--- src/design/evhp_pkg.sv ---
// Shared types and constants for the Ethernet 802.1Q header parser.
`timescale 1ns / 1ps
package evhp_pkg;

  // Largest frame length counted before the count saturates
  localparam int MAX_FRAME_BYTES = 16383;
  localparam int COUNT_W         = $clog2(MAX_FRAME_BYTES + 1);
  localparam int MAC_W           = 48;
  localparam int TYPE_W          = 16;
  localparam int PAYLOAD_W       = 14;
  localparam int CMP_W           = (COUNT_W > PAYLOAD_W) ? COUNT_W : PAYLOAD_W;
  localparam logic [PAYLOAD_W-1:0] PAYLOAD_MAX = '1;

  // Byte offsets of the header fields
  localparam logic [COUNT_W-1:0] DEST_END  = COUNT_W'(6);
  localparam logic [COUNT_W-1:0] SRC_END   = COUNT_W'(12);
  localparam logic [COUNT_W-1:0] TYPE_END  = COUNT_W'(14);
  localparam logic [COUNT_W-1:0] TCI_END   = COUNT_W'(16);
  localparam logic [COUNT_W-1:0] INNER_END = COUNT_W'(18);
  localparam logic [CMP_W-1:0]   HDR_PLAIN  = CMP_W'(14);
  localparam logic [CMP_W-1:0]   HDR_TAGGED = CMP_W'(18);

  // Result status codes
  localparam logic [1:0] STATUS_OK    = 2'd0;
  localparam logic [1:0] STATUS_SHORT = 2'd1;
  localparam logic [1:0] STATUS_LONG  = 2'd2;

  // Register map
  localparam int          PADDR_W      = 3;
  localparam logic [0:0]  REG_VLAN_TAG = 1'b0;
  localparam logic [15:0] VLAN_TAG_RESET = 16'h8100;

  typedef struct packed {
    logic [7:0] data_byte;
    logic       last_byte;
  } in_item_t;

  typedef struct packed {
    logic [47:0] dest_mac;
    logic [47:0] source_mac;
    logic [15:0] ether_type;
    logic        tagged_res;
    logic [2:0]  tag_pri;
    logic        canon_fmt;
    logic [11:0] vlan_ident;
    logic [13:0] payload_length;
    logic [1:0]  status;
  } out_item_t;

  // Everything captured from one frame, handed from capture to result stage
  typedef struct packed {
    logic [MAC_W-1:0]   dest;
    logic [MAC_W-1:0]   source;
    logic [TYPE_W-1:0]  outer_type;
    logic [TYPE_W-1:0]  tag_control;
    logic [TYPE_W-1:0]  inner_type;
    logic [COUNT_W-1:0] length;
    logic               overflowed;
  } frame_t;

endpackage

--- src/design/evhp_capture.sv ---
// Byte-wise header capture and per-frame record register.
`timescale 1ns / 1ps
module evhp_capture (
  input  logic               clk,
  input  logic               rst,
  input  logic               in_valid,
  output logic               in_stall,
  input  evhp_pkg::in_item_t in_data,
  input  logic               frame_take,
  output logic               frame_valid,
  output evhp_pkg::frame_t   frame
);
  import evhp_pkg::*;

  logic [COUNT_W-1:0] byte_count, byte_count_next;
  logic [MAC_W-1:0]   dest_shift, dest_shift_next;
  logic [MAC_W-1:0]   source_shift, source_shift_next;
  logic [TYPE_W-1:0]  outer_type, outer_type_next;
  logic [TYPE_W-1:0]  tag_control, tag_control_next;
  logic [TYPE_W-1:0]  inner_type, inner_type_next;
  logic               overflowed, overflowed_next;
  logic               accept;
  logic [7:0]         b;

  assign in_stall = frame_valid && !frame_take;
  assign accept   = in_valid && !in_stall;
  assign b        = in_data.data_byte;

  always_comb begin
    dest_shift_next   = dest_shift;
    source_shift_next = source_shift;
    outer_type_next   = outer_type;
    tag_control_next  = tag_control;
    inner_type_next   = inner_type;
    if (byte_count < DEST_END) begin
      dest_shift_next = {dest_shift[MAC_W-9:0], b};
    end else if (byte_count < SRC_END) begin
      source_shift_next = {source_shift[MAC_W-9:0], b};
    end else if (byte_count < TYPE_END) begin
      outer_type_next = {outer_type[TYPE_W-9:0], b};
    end else if (byte_count < TCI_END) begin
      tag_control_next = {tag_control[TYPE_W-9:0], b};
    end else if (byte_count < INNER_END) begin
      inner_type_next = {inner_type[TYPE_W-9:0], b};
    end
    // Saturate the count and remember that the frame ran over
    if (byte_count >= COUNT_W'(MAX_FRAME_BYTES)) begin
      byte_count_next = byte_count;
      overflowed_next = 1'b1;
    end else begin
      byte_count_next = byte_count + COUNT_W'(1);
      overflowed_next = overflowed;
    end
  end

  always_ff @(posedge clk) begin
    if (rst) begin
      byte_count   <= '0;
      dest_shift   <= '0;
      source_shift <= '0;
      outer_type   <= '0;
      tag_control  <= '0;
      inner_type   <= '0;
      overflowed   <= 1'b0;
    end else if (accept) begin
      if (in_data.last_byte) begin
        // Clear the frame state for the next frame
        byte_count   <= '0;
        dest_shift   <= '0;
        source_shift <= '0;
        outer_type   <= '0;
        tag_control  <= '0;
        inner_type   <= '0;
        overflowed   <= 1'b0;
      end else begin
        byte_count   <= byte_count_next;
        dest_shift   <= dest_shift_next;
        source_shift <= source_shift_next;
        outer_type   <= outer_type_next;
        tag_control  <= tag_control_next;
        inner_type   <= inner_type_next;
        overflowed   <= overflowed_next;
      end
    end
  end

  always_ff @(posedge clk) begin
    if (rst) begin
      frame_valid <= 1'b0;
    end else if (accept && in_data.last_byte) begin
      frame_valid <= 1'b1;
    end else if (frame_take) begin
      frame_valid <= 1'b0;
    end
  end

  always_ff @(posedge clk) begin
    if (accept && in_data.last_byte) begin
      frame.dest        <= dest_shift_next;
      frame.source      <= source_shift_next;
      frame.outer_type  <= outer_type_next;
      frame.tag_control <= tag_control_next;
      frame.inner_type  <= inner_type_next;
      frame.length      <= byte_count_next;
      frame.overflowed  <= overflowed_next;
    end
  end

  a_count_bound: assert property (@(posedge clk) disable iff (rst)
    byte_count <= COUNT_W'(MAX_FRAME_BYTES))
    else $error("byte count above frame maximum");

  a_clear_after_last: assert property (@(posedge clk) disable iff (rst)
    accept && in_data.last_byte |=> byte_count == '0 && !overflowed)
    else $error("frame state not cleared after last byte");

  a_no_frame_overrun: assert property (@(posedge clk) disable iff (rst)
    frame_valid && !frame_take |=> frame_valid && $stable(frame))
    else $error("pending frame record lost or changed");

endmodule

--- src/design/evhp_result.sv ---
// Header record build from a captured frame, with the output register.
`timescale 1ns / 1ps
module evhp_result (
  input  logic                clk,
  input  logic                rst,
  input  logic                frame_valid,
  input  evhp_pkg::frame_t    frame,
  output logic                frame_take,
  input  logic [15:0]         vlan_tag_type,
  output logic                out_valid,
  input  logic                out_stall,
  output evhp_pkg::out_item_t out_data
);
  import evhp_pkg::*;

  logic             out_load;
  logic             is_vlan;
  logic [CMP_W-1:0] len;
  logic [CMP_W-1:0] hdr;
  logic [CMP_W-1:0] pay;
  logic             short_frame;
  logic [15:0]      tci;
  out_item_t        rec;

  assign out_load   = !out_valid || !out_stall;
  assign frame_take = frame_valid && out_load;

  always_comb begin
    is_vlan     = frame.outer_type == vlan_tag_type;
    len         = CMP_W'(frame.length);
    hdr         = is_vlan ? HDR_TAGGED : HDR_PLAIN;
    short_frame = (len <= HDR_PLAIN) || (len < hdr);
    pay         = len - hdr;
    tci         = is_vlan ? frame.tag_control : 16'd0;
    rec         = '0;
    if (short_frame) begin
      rec.status = STATUS_SHORT;
    end else begin
      rec.dest_mac      = frame.dest;
      rec.source_mac    = frame.source;
      rec.ether_type    = is_vlan ? frame.inner_type : frame.outer_type;
      rec.tagged_res    = is_vlan;
      rec.tag_pri       = tci[15:13];
      rec.canon_fmt     = tci[12];
      rec.vlan_ident    = tci[11:0];
      if (frame.overflowed || pay > CMP_W'(PAYLOAD_MAX)) begin
        rec.payload_length = PAYLOAD_MAX;
      end else begin
        rec.payload_length = PAYLOAD_W'(pay);
      end
      rec.status = frame.overflowed ? STATUS_LONG : STATUS_OK;
    end
  end

  always_ff @(posedge clk) begin
    if (rst) begin
      out_valid <= 1'b0;
    end else if (out_load) begin
      out_valid <= frame_valid;
    end
  end

  always_ff @(posedge clk) begin
    if (frame_take) begin
      out_data <= rec;
    end
  end

  a_short_clean: assert property (@(posedge clk) disable iff (rst)
    out_valid && out_data.status == STATUS_SHORT |->
      out_data.dest_mac == '0 && out_data.payload_length == '0 && !out_data.tagged_res)
    else $error("short frame record carries data");

  a_untagged_zero: assert property (@(posedge clk) disable iff (rst)
    out_valid && !out_data.tagged_res |->
      out_data.vlan_ident == '0 && out_data.tag_pri == '0 && !out_data.canon_fmt)
    else $error("untagged record has tag fields");

  a_long_saturates: assert property (@(posedge clk) disable iff (rst)
    out_valid && out_data.status == STATUS_LONG |-> out_data.payload_length == PAYLOAD_MAX)
    else $error("long frame payload length not saturated");

endmodule

--- src/design/ethernet_vlan_header_parser.sv ---
// Top level of the Ethernet 802.1Q header parser with its register port.
// A last byte accepted loads the capture frame record; its header record then goes to the out_data register.
// Throughput: one byte per cycle; the capture stage and the output register each
// hold one frame record, so a stalled output stalls input only once both are full.
// Reset (rst, synchronous): clears frame state and valid flags, and sets
// vlan_tag_type to 0x8100. No clearing pass; bytes are taken the cycle after reset.
`timescale 1ns / 1ps
module ethernet_vlan_header_parser (
  input  logic                             clk,
  input  logic                             rst,
  input  logic                             in_valid,
  output logic                             in_stall,
  input  evhp_pkg::in_item_t               in_data,
  output logic                             out_valid,
  input  logic                             out_stall,
  output evhp_pkg::out_item_t              out_data,
  input  logic                             psel,
  input  logic                             penable,
  input  logic                             pwrite,
  input  logic [evhp_pkg::PADDR_W-1:0]     paddr,
  input  logic [31:0]                      pwdata,
  output logic [31:0]                      prdata,
  output logic                             pready
);
  import evhp_pkg::*;

  logic [15:0] vlan_tag_type;
  logic        frame_valid;
  logic        frame_take;
  frame_t      frame;

  assign pready = 1'b1;

  always_ff @(posedge clk) begin
    if (rst) begin
      vlan_tag_type <= VLAN_TAG_RESET;
    end else if (psel && penable && pwrite && paddr[2] == REG_VLAN_TAG) begin
      vlan_tag_type <= pwdata[15:0];
    end
  end

  always_comb begin
    if (paddr[2] == REG_VLAN_TAG) begin
      prdata = {16'd0, vlan_tag_type};
    end else begin
      prdata = '0;
    end
  end

  evhp_capture u_capture (
    .clk         (clk),
    .rst         (rst),
    .in_valid    (in_valid),
    .in_stall    (in_stall),
    .in_data     (in_data),
    .frame_take  (frame_take),
    .frame_valid (frame_valid),
    .frame       (frame)
  );

  evhp_result u_result (
    .clk           (clk),
    .rst           (rst),
    .frame_valid   (frame_valid),
    .frame         (frame),
    .frame_take    (frame_take),
    .vlan_tag_type (vlan_tag_type),
    .out_valid     (out_valid),
    .out_stall     (out_stall),
    .out_data      (out_data)
  );

endmodule
--- config.mk ---
export PLATFORM = sky130hd
export DESIGN_NAME = ethernet_vlan_header_parser
export DESIGN_NICKNAME = d
export VERILOG_FILES = /design/src/design/evhp_pkg.sv /design/src/design/evhp_capture.sv /design/src/design/evhp_result.sv /design/src/design/ethernet_vlan_header_parser.sv
export SDC_FILE = /design/constraint.sdc
export NUM_CORES = 1
export LEC_CHECK = 0
export ABC_AREA = 1
export BUFFER_PORTS_ARGS = -buffer_cell sky130_fd_sc_hd__clkbuf_2
export CAP_MARGIN = 0
export CORE_ASPECT_RATIO = 0.5
export CORE_UTILIZATION = 53
export DETAILED_ROUTE_END_ITERATION = 10
export PLACE_DENSITY = 0.76
export SLEW_MARGIN = 20
export SYNTH_ARGS = -nofsm -noshare
export SYNTH_HDL_FRONTEND = slang
export SYNTH_SLANG_ARGS = --single-unit
--- constraint.sdc ---
create_clock -name clk -period 10.25 [get_ports clk]
set_input_delay 2.05 -clock clk [delete_from_list [all_inputs] [get_ports clk]]
set_output_delay 2.05 -clock clk [all_outputs]
set_load 0.05 [all_outputs]
After elaboration in Yosys (flattened, before gate mapping) --
Index checks and enable logic that the tools add are counted. W data, S select, Z words.
Word-level totals: register bits 481, input port bits 51, output and inout bits 180, logic and storage cells 87
Cells by class: eq/ne operators 1, reductions and logical operators 16, bitwise logic cells 2, add/sub/neg operators 2, mux-type cells 31, order comparisons 9
Operator list (count):
- $mux W16 | 17
- $mux W48 | 5
- $mux W14 | 3
- $lt A14 B4 Y1 const B | 2
- $lt A14 B5 Y1 const B | 2
- $eq A16 B16 Y1 | 1
- $add A14 B1 Y14 const B | 1
- $ge A14 B14 Y1 const B | 1
- $gt A14 B14 Y1 const B | 1
- $le A14 B4 Y1 const B | 1
- $lt A14 B14 Y1 | 1
- $lt A14 B3 Y1 const B | 1
- $sub A14 B14 Y14 | 1
- $logic_and A1 B1 Y1 | 7
- $mux W5 | 1
- $logic_not A1 Y1 | 4
- $mux W1 | 4
- $logic_or A1 B1 Y1 | 3
- $mux W2 | 1
- $not A1 Y1 | 2
- $reduce_bool A2 Y1 | 1
- $reduce_or A2 Y1 | 1

Longest topological paths before layout --
depth after elaboration 9, depth in mapped cells 19, depth with buffers taken out 18

Cells and area by module --
From an unflattened synthesis, not the netlist that was laid out.
Unflattened totals: cell total of the unflattened synthesis 2304, area total of the unflattened synthesis 21399.3 sq um
Modules (own cells, without submodules):
- evhp_capture | cells an instance 1482, seq. area each 7977.7 sq um, area each 13481.7 sq um, instances 1
- evhp_result | cells an instance 664, seq. area each 4374.2 sq um, area each 6881.6 sq um, instances 1
- ethernet_vlan_header_parser | cells an instance 158, seq. area each 320.3 sq um, area each 1036.0 sq um, instances 1

Worst setup path before layout --
OpenSTA, ideal clock, no wires.
path type input-to-reg, start point input port out_stall, end point register, netlist name u_capture.frame[0], buffers on the path 1, slack 345 ps, library setup time 682 ps, stages on the path 6, arrival time 9223 ps, required time 9568 ps, cells stage by stage nand2_1 inv_1 nand2_1 nand2_1 clkbuf_1 nor2_1
Between the ends: longest elaborated chain between the ends 8
Ends and longest elaborated chain:
- start, declared | RTL line ethernet_vlan_header_parser.sv:15 | input logic out_stall,
- $logic_not A1 Y1 | RTL line evhp_result.sv:25 | assign out_load = !out_valid || !out_stall;
- $logic_or A1 B1 Y1 | RTL line evhp_result.sv:25
- $logic_and A1 B1 Y1 | RTL line evhp_result.sv:26 | assign frame_take = frame_valid && out_load;
- $logic_not A1 Y1 | RTL line evhp_capture.sv:25 | assign in_stall = frame_valid && !frame_take;
- $logic_and A1 B1 Y1 | RTL line evhp_capture.sv:25
- $logic_not A1 Y1 | RTL line evhp_capture.sv:26 | assign accept = in_valid && !in_stall;
- $logic_and A1 B1 Y1 | RTL line evhp_capture.sv:26
- $logic_and A1 B1 Y1 | RTL line evhp_capture.sv:98 | if (accept && in_data.last_byte) begin
No other way between the ends. A chain may end at the register's enable or synchronous reset.

Worst setup path after layout --
start point input port out_stall, end point output port in_stall
Between the ends: longest elaborated chain between the ends 5
Ends and longest elaborated chain:
- $logic_not A1 Y1 | RTL line evhp_result.sv:25
- $logic_or A1 B1 Y1 | RTL line evhp_result.sv:25
- $logic_and A1 B1 Y1 | RTL line evhp_result.sv:26
- $logic_not A1 Y1 | RTL line evhp_capture.sv:25
- $logic_and A1 B1 Y1 | RTL line evhp_capture.sv:25
- end, declared | RTL line ethernet_vlan_header_parser.sv:12 | output logic in_stall,
No other way between the ends.

==> results.yml <==
outcome:
  outcome: "finished, final reports clean"
cells_and_area:
  final_common_cell: "nand2_1"
  final_nets: 2543
  num-fill-cells: 3222
  regArea_sq_um: 12700
  multi_input_area_sq_um: 6640
  diodes: 0
  final_cell_mix: "nand2_1 (467), inv_1 (341), edfxtp_1 (304)"
  fin_cells: 3052
  drive_gt1_frac: 0.121
  area_delta_synth_final_pct: 12.6
  final_cell_area_sq_um: 23900
timing:
  max_freq_mhz: 201
  min_period_ns: 4.99
  setup_violations: 0
  clock_skew_ns: 0.0180
  finalSetupTns_ns: 0
  fin_ws_ns: 5.26
  slew_headroom: 0.271
  worstMarginPinSlew_ns: 1.09
  grt_setup_unrepaired: "no"
  finalMaxSlewViolations: 0
  hold_violations: 0
  holdWs_ns: 0.464
  fin_crit_sh: 0.486
synth:
  synth_simple_gate_area_share: 0.252
  yosys.area.top_type: "edfxtp_1"
  synthMuxAreaShare: 0
  netlist_area_sq_um: 21200
  synthXorXnorAreaFrac: 0.00413
  synth_compound_area_frac: 0.0489
  syn_avg_cell_area_sq_um: 9.00
  syn-instance-count: 2358
  ys_warn_count: 0
  synth_fa_ha_area_frac: 0.00330
  yosysUniqueCellTypes: 31
  synth_top_cells_by_area: "edfxtp_1 (43%), dfxtp_1 (17%), nand2_1 (8.3%)"
  ys_seq_elements: 481
  synth_top_family_by_area: "simple AND/OR/NAND/NOR gates"
  yosysSeqAreaShare: 0.597
  synth.top_cell.area_share: 0.430
pwr:
  clockPowerShare: 0.415
  ir_drop_mv: 0.111
  p_comb_frac: 0.054
  switching_share: 0.231
  powerDensity_nw_per_um2: 166
  seqPwrFrac: 0.531
  p_int_w: 0.00306
  netSwitchingPower_w: 0.000916
  leakage_nw: 9.85
detailed_routing:
  drcViolationCount: 0
  avgViaCountPerCell: 5.28
  drtPass1Iterations: 6
  vias: 16101
  wire_per_inst_um: 15.9
  drtAntennaViolNets: 0
  drt_iter0_drc: 1581
  wl_um: 48500
min_path:
  min_path_cells: 2
  hold_end: "u_capture.source_shift[37]"
  hold_path.class: "reg2reg"
  hold_start: "u_capture.source_shift[37]"
placed_design:
  post-place-cells: 2970
  place_ws_ns: 4.77
  placed_cell_area_sq_um: 22400
  globalplace.congestion: 0.891
  dp.final_hpwl_um: 29900
  port_buffers: 195
clock_tree:
  cts_setup_buffers: 0
  cts_root_buf: "clkbuf_16"
  cts.clk_slew.worst_paths_ns: 0.06
  numCtsBuffers: 43
  cts_sinks: 481
  h-tree-depth: 2
  postCtsHoldBufs: 0
  cts_tree: "yes"
  clk_path_buf_depth: 3
  cts_resized: 0
  clk_latency_ns: 0.56
flow_run:
  cap_viol_max_count: 0
setup_path:
  path_class: "in2out"
  crit_arrival_ns: 2.94
  r2r-start: "u_capture.frame[58]"
  slowest_stage: "clkbuf_2"
  cp_num_cells: 6
  reg2reg_depth: 18
  path_cells: "clkbuf_2 -> nand2_1 -> inv_1 -> nand2_1 -> inv_1 -> clkbuf_2"
  startpoint_type: "primary input"
  critical-path-max-stage-delay_ns: 0.29
  r2r-end: "u_result.out_data[90]"
  cp.required_ns: 8.20
  path_max_fanout: 3
  worst_path_dominant_cell_family: "buffers and inverters"
  worst-path-buf-inv: 4
  r2r_slack_ns: 5.63
  endpoint_kind: "output pin"
floorplanning:
  rows: 51
  initial_core_util: 0.542
  io_pins: 231
  dieArea_sq_um: 40900
  die_x_um: 285
  dieHeight_um: 143
  fp.coreArea_sq_um: 39200
global_route:
  grt_pass1_wl_um: 75400
  overflow: 0
  grtUsageTotal: 0.231
  grt_pass1_vias: 14537
  antenna_found_initial: 0
  grt_max_degree: 146
routing by layer:
layer	vias up	global-route usage	share of wire
met4	0	0.0887	0.034
li1	7869	-	-
met2	503	0.392	0.48
met3	103	0.0338	0.054
met5	-	0	0
met1	7626	0.303	0.43
final cells by class:
type                       count  area share
sequential                   481       0.530
multi-input combinational   1397       0.278
inverter                     351      0.0553
clock buffer                  56      0.0493
timing repair buffer         213      0.0488
tap                          530      0.0278
clock inverter                24      0.0105
registers in the layout, summed over array words and instances, names as in the netlist, 14 cells and up:
signal / count
u_capture.dest_shift: 48
u_capture.frame: 159
u_capture.tag_control: 16
vlan_tag_type: 16
u_result.out_data: 145
u_capture.outer_type: 16
u_capture.source_shift: 48
u_capture.inner_type: 16
u_capture.byte_count: 14
power by group through the flow:
stage | clock network [W] | registers [W] | logic [W]
floorplan | 0 | 0.00221 | 0.000108
global placement | 0 | 0.00215 | 0.000212
detailed placement | 0 | 0.00215 | 0.000212
CTS | 0.00167 | 0.00211 | 0.000213
global route | 0.00175 | 0.00211 | 0.000229
finish | 0.00165 | 0.00211 | 0.000215
synthesized netlist by cell type, drive strengths merged:
cell type	n
nor2	192
a211oi	1
and2	148
buf	67
clkinv	5
xor2	7
xnor2	3
nor3	4
conb	2
nand3b	16
nand4	87
o211ai	2
dfxtp	177
a21oi	184
o21ai	19
inv	346
or2	1
ha	4
clkbuf	77
nand2	473
nand3	238
edfxtp	304
fa	1
metrics by stage:
| stage | utilization | power, W |
|---|---|---|
| floorplan | - | 0.00232 |
| global placement | 0.572 | 0.00236 |
| detailed placement | 0.572 | 0.00236 |
| CTS | 0.608 | 0.00399 |
| global route | 0.610 | 0.00409 |
| finish | 0.610 | 0.00397 |
tightest hold or removal path: cells and delay by family, from the launching register on:
| kind | cells | cell delay [ns] |
|---|---|---|
| flip-flops | 1 | 0.31 |
| AND/OR/NAND/NOR | 1 | 0.06 |
| AO/OA/AOI/OAI | 1 | 0.05 |
how the worst max path moves through the flow:
stage,from,end,slack (ns)
after floorplan,out_stall,u_capture.frame[0],0.35
after detailed placement,out_stall,u_capture.frame[18],4.77
after CTS,out_stall,in_stall,5.25
after global placement,out_stall,u_capture.frame[18],4.79
final,out_stall,in_stall,5.26
after global routing,out_stall,in_stall,5.20
kinds of logic after synthesis:
logic type	count (synthesis)
AO/OA/AOI/OAI	206
XOR/XNOR	10
adder cells (fa/ha/maj)	5
buffers and inverters	495
flip-flops	481
other	2
AND/OR/NAND/NOR	1159
Note: power is estimated with default switching activity, not from simulation.
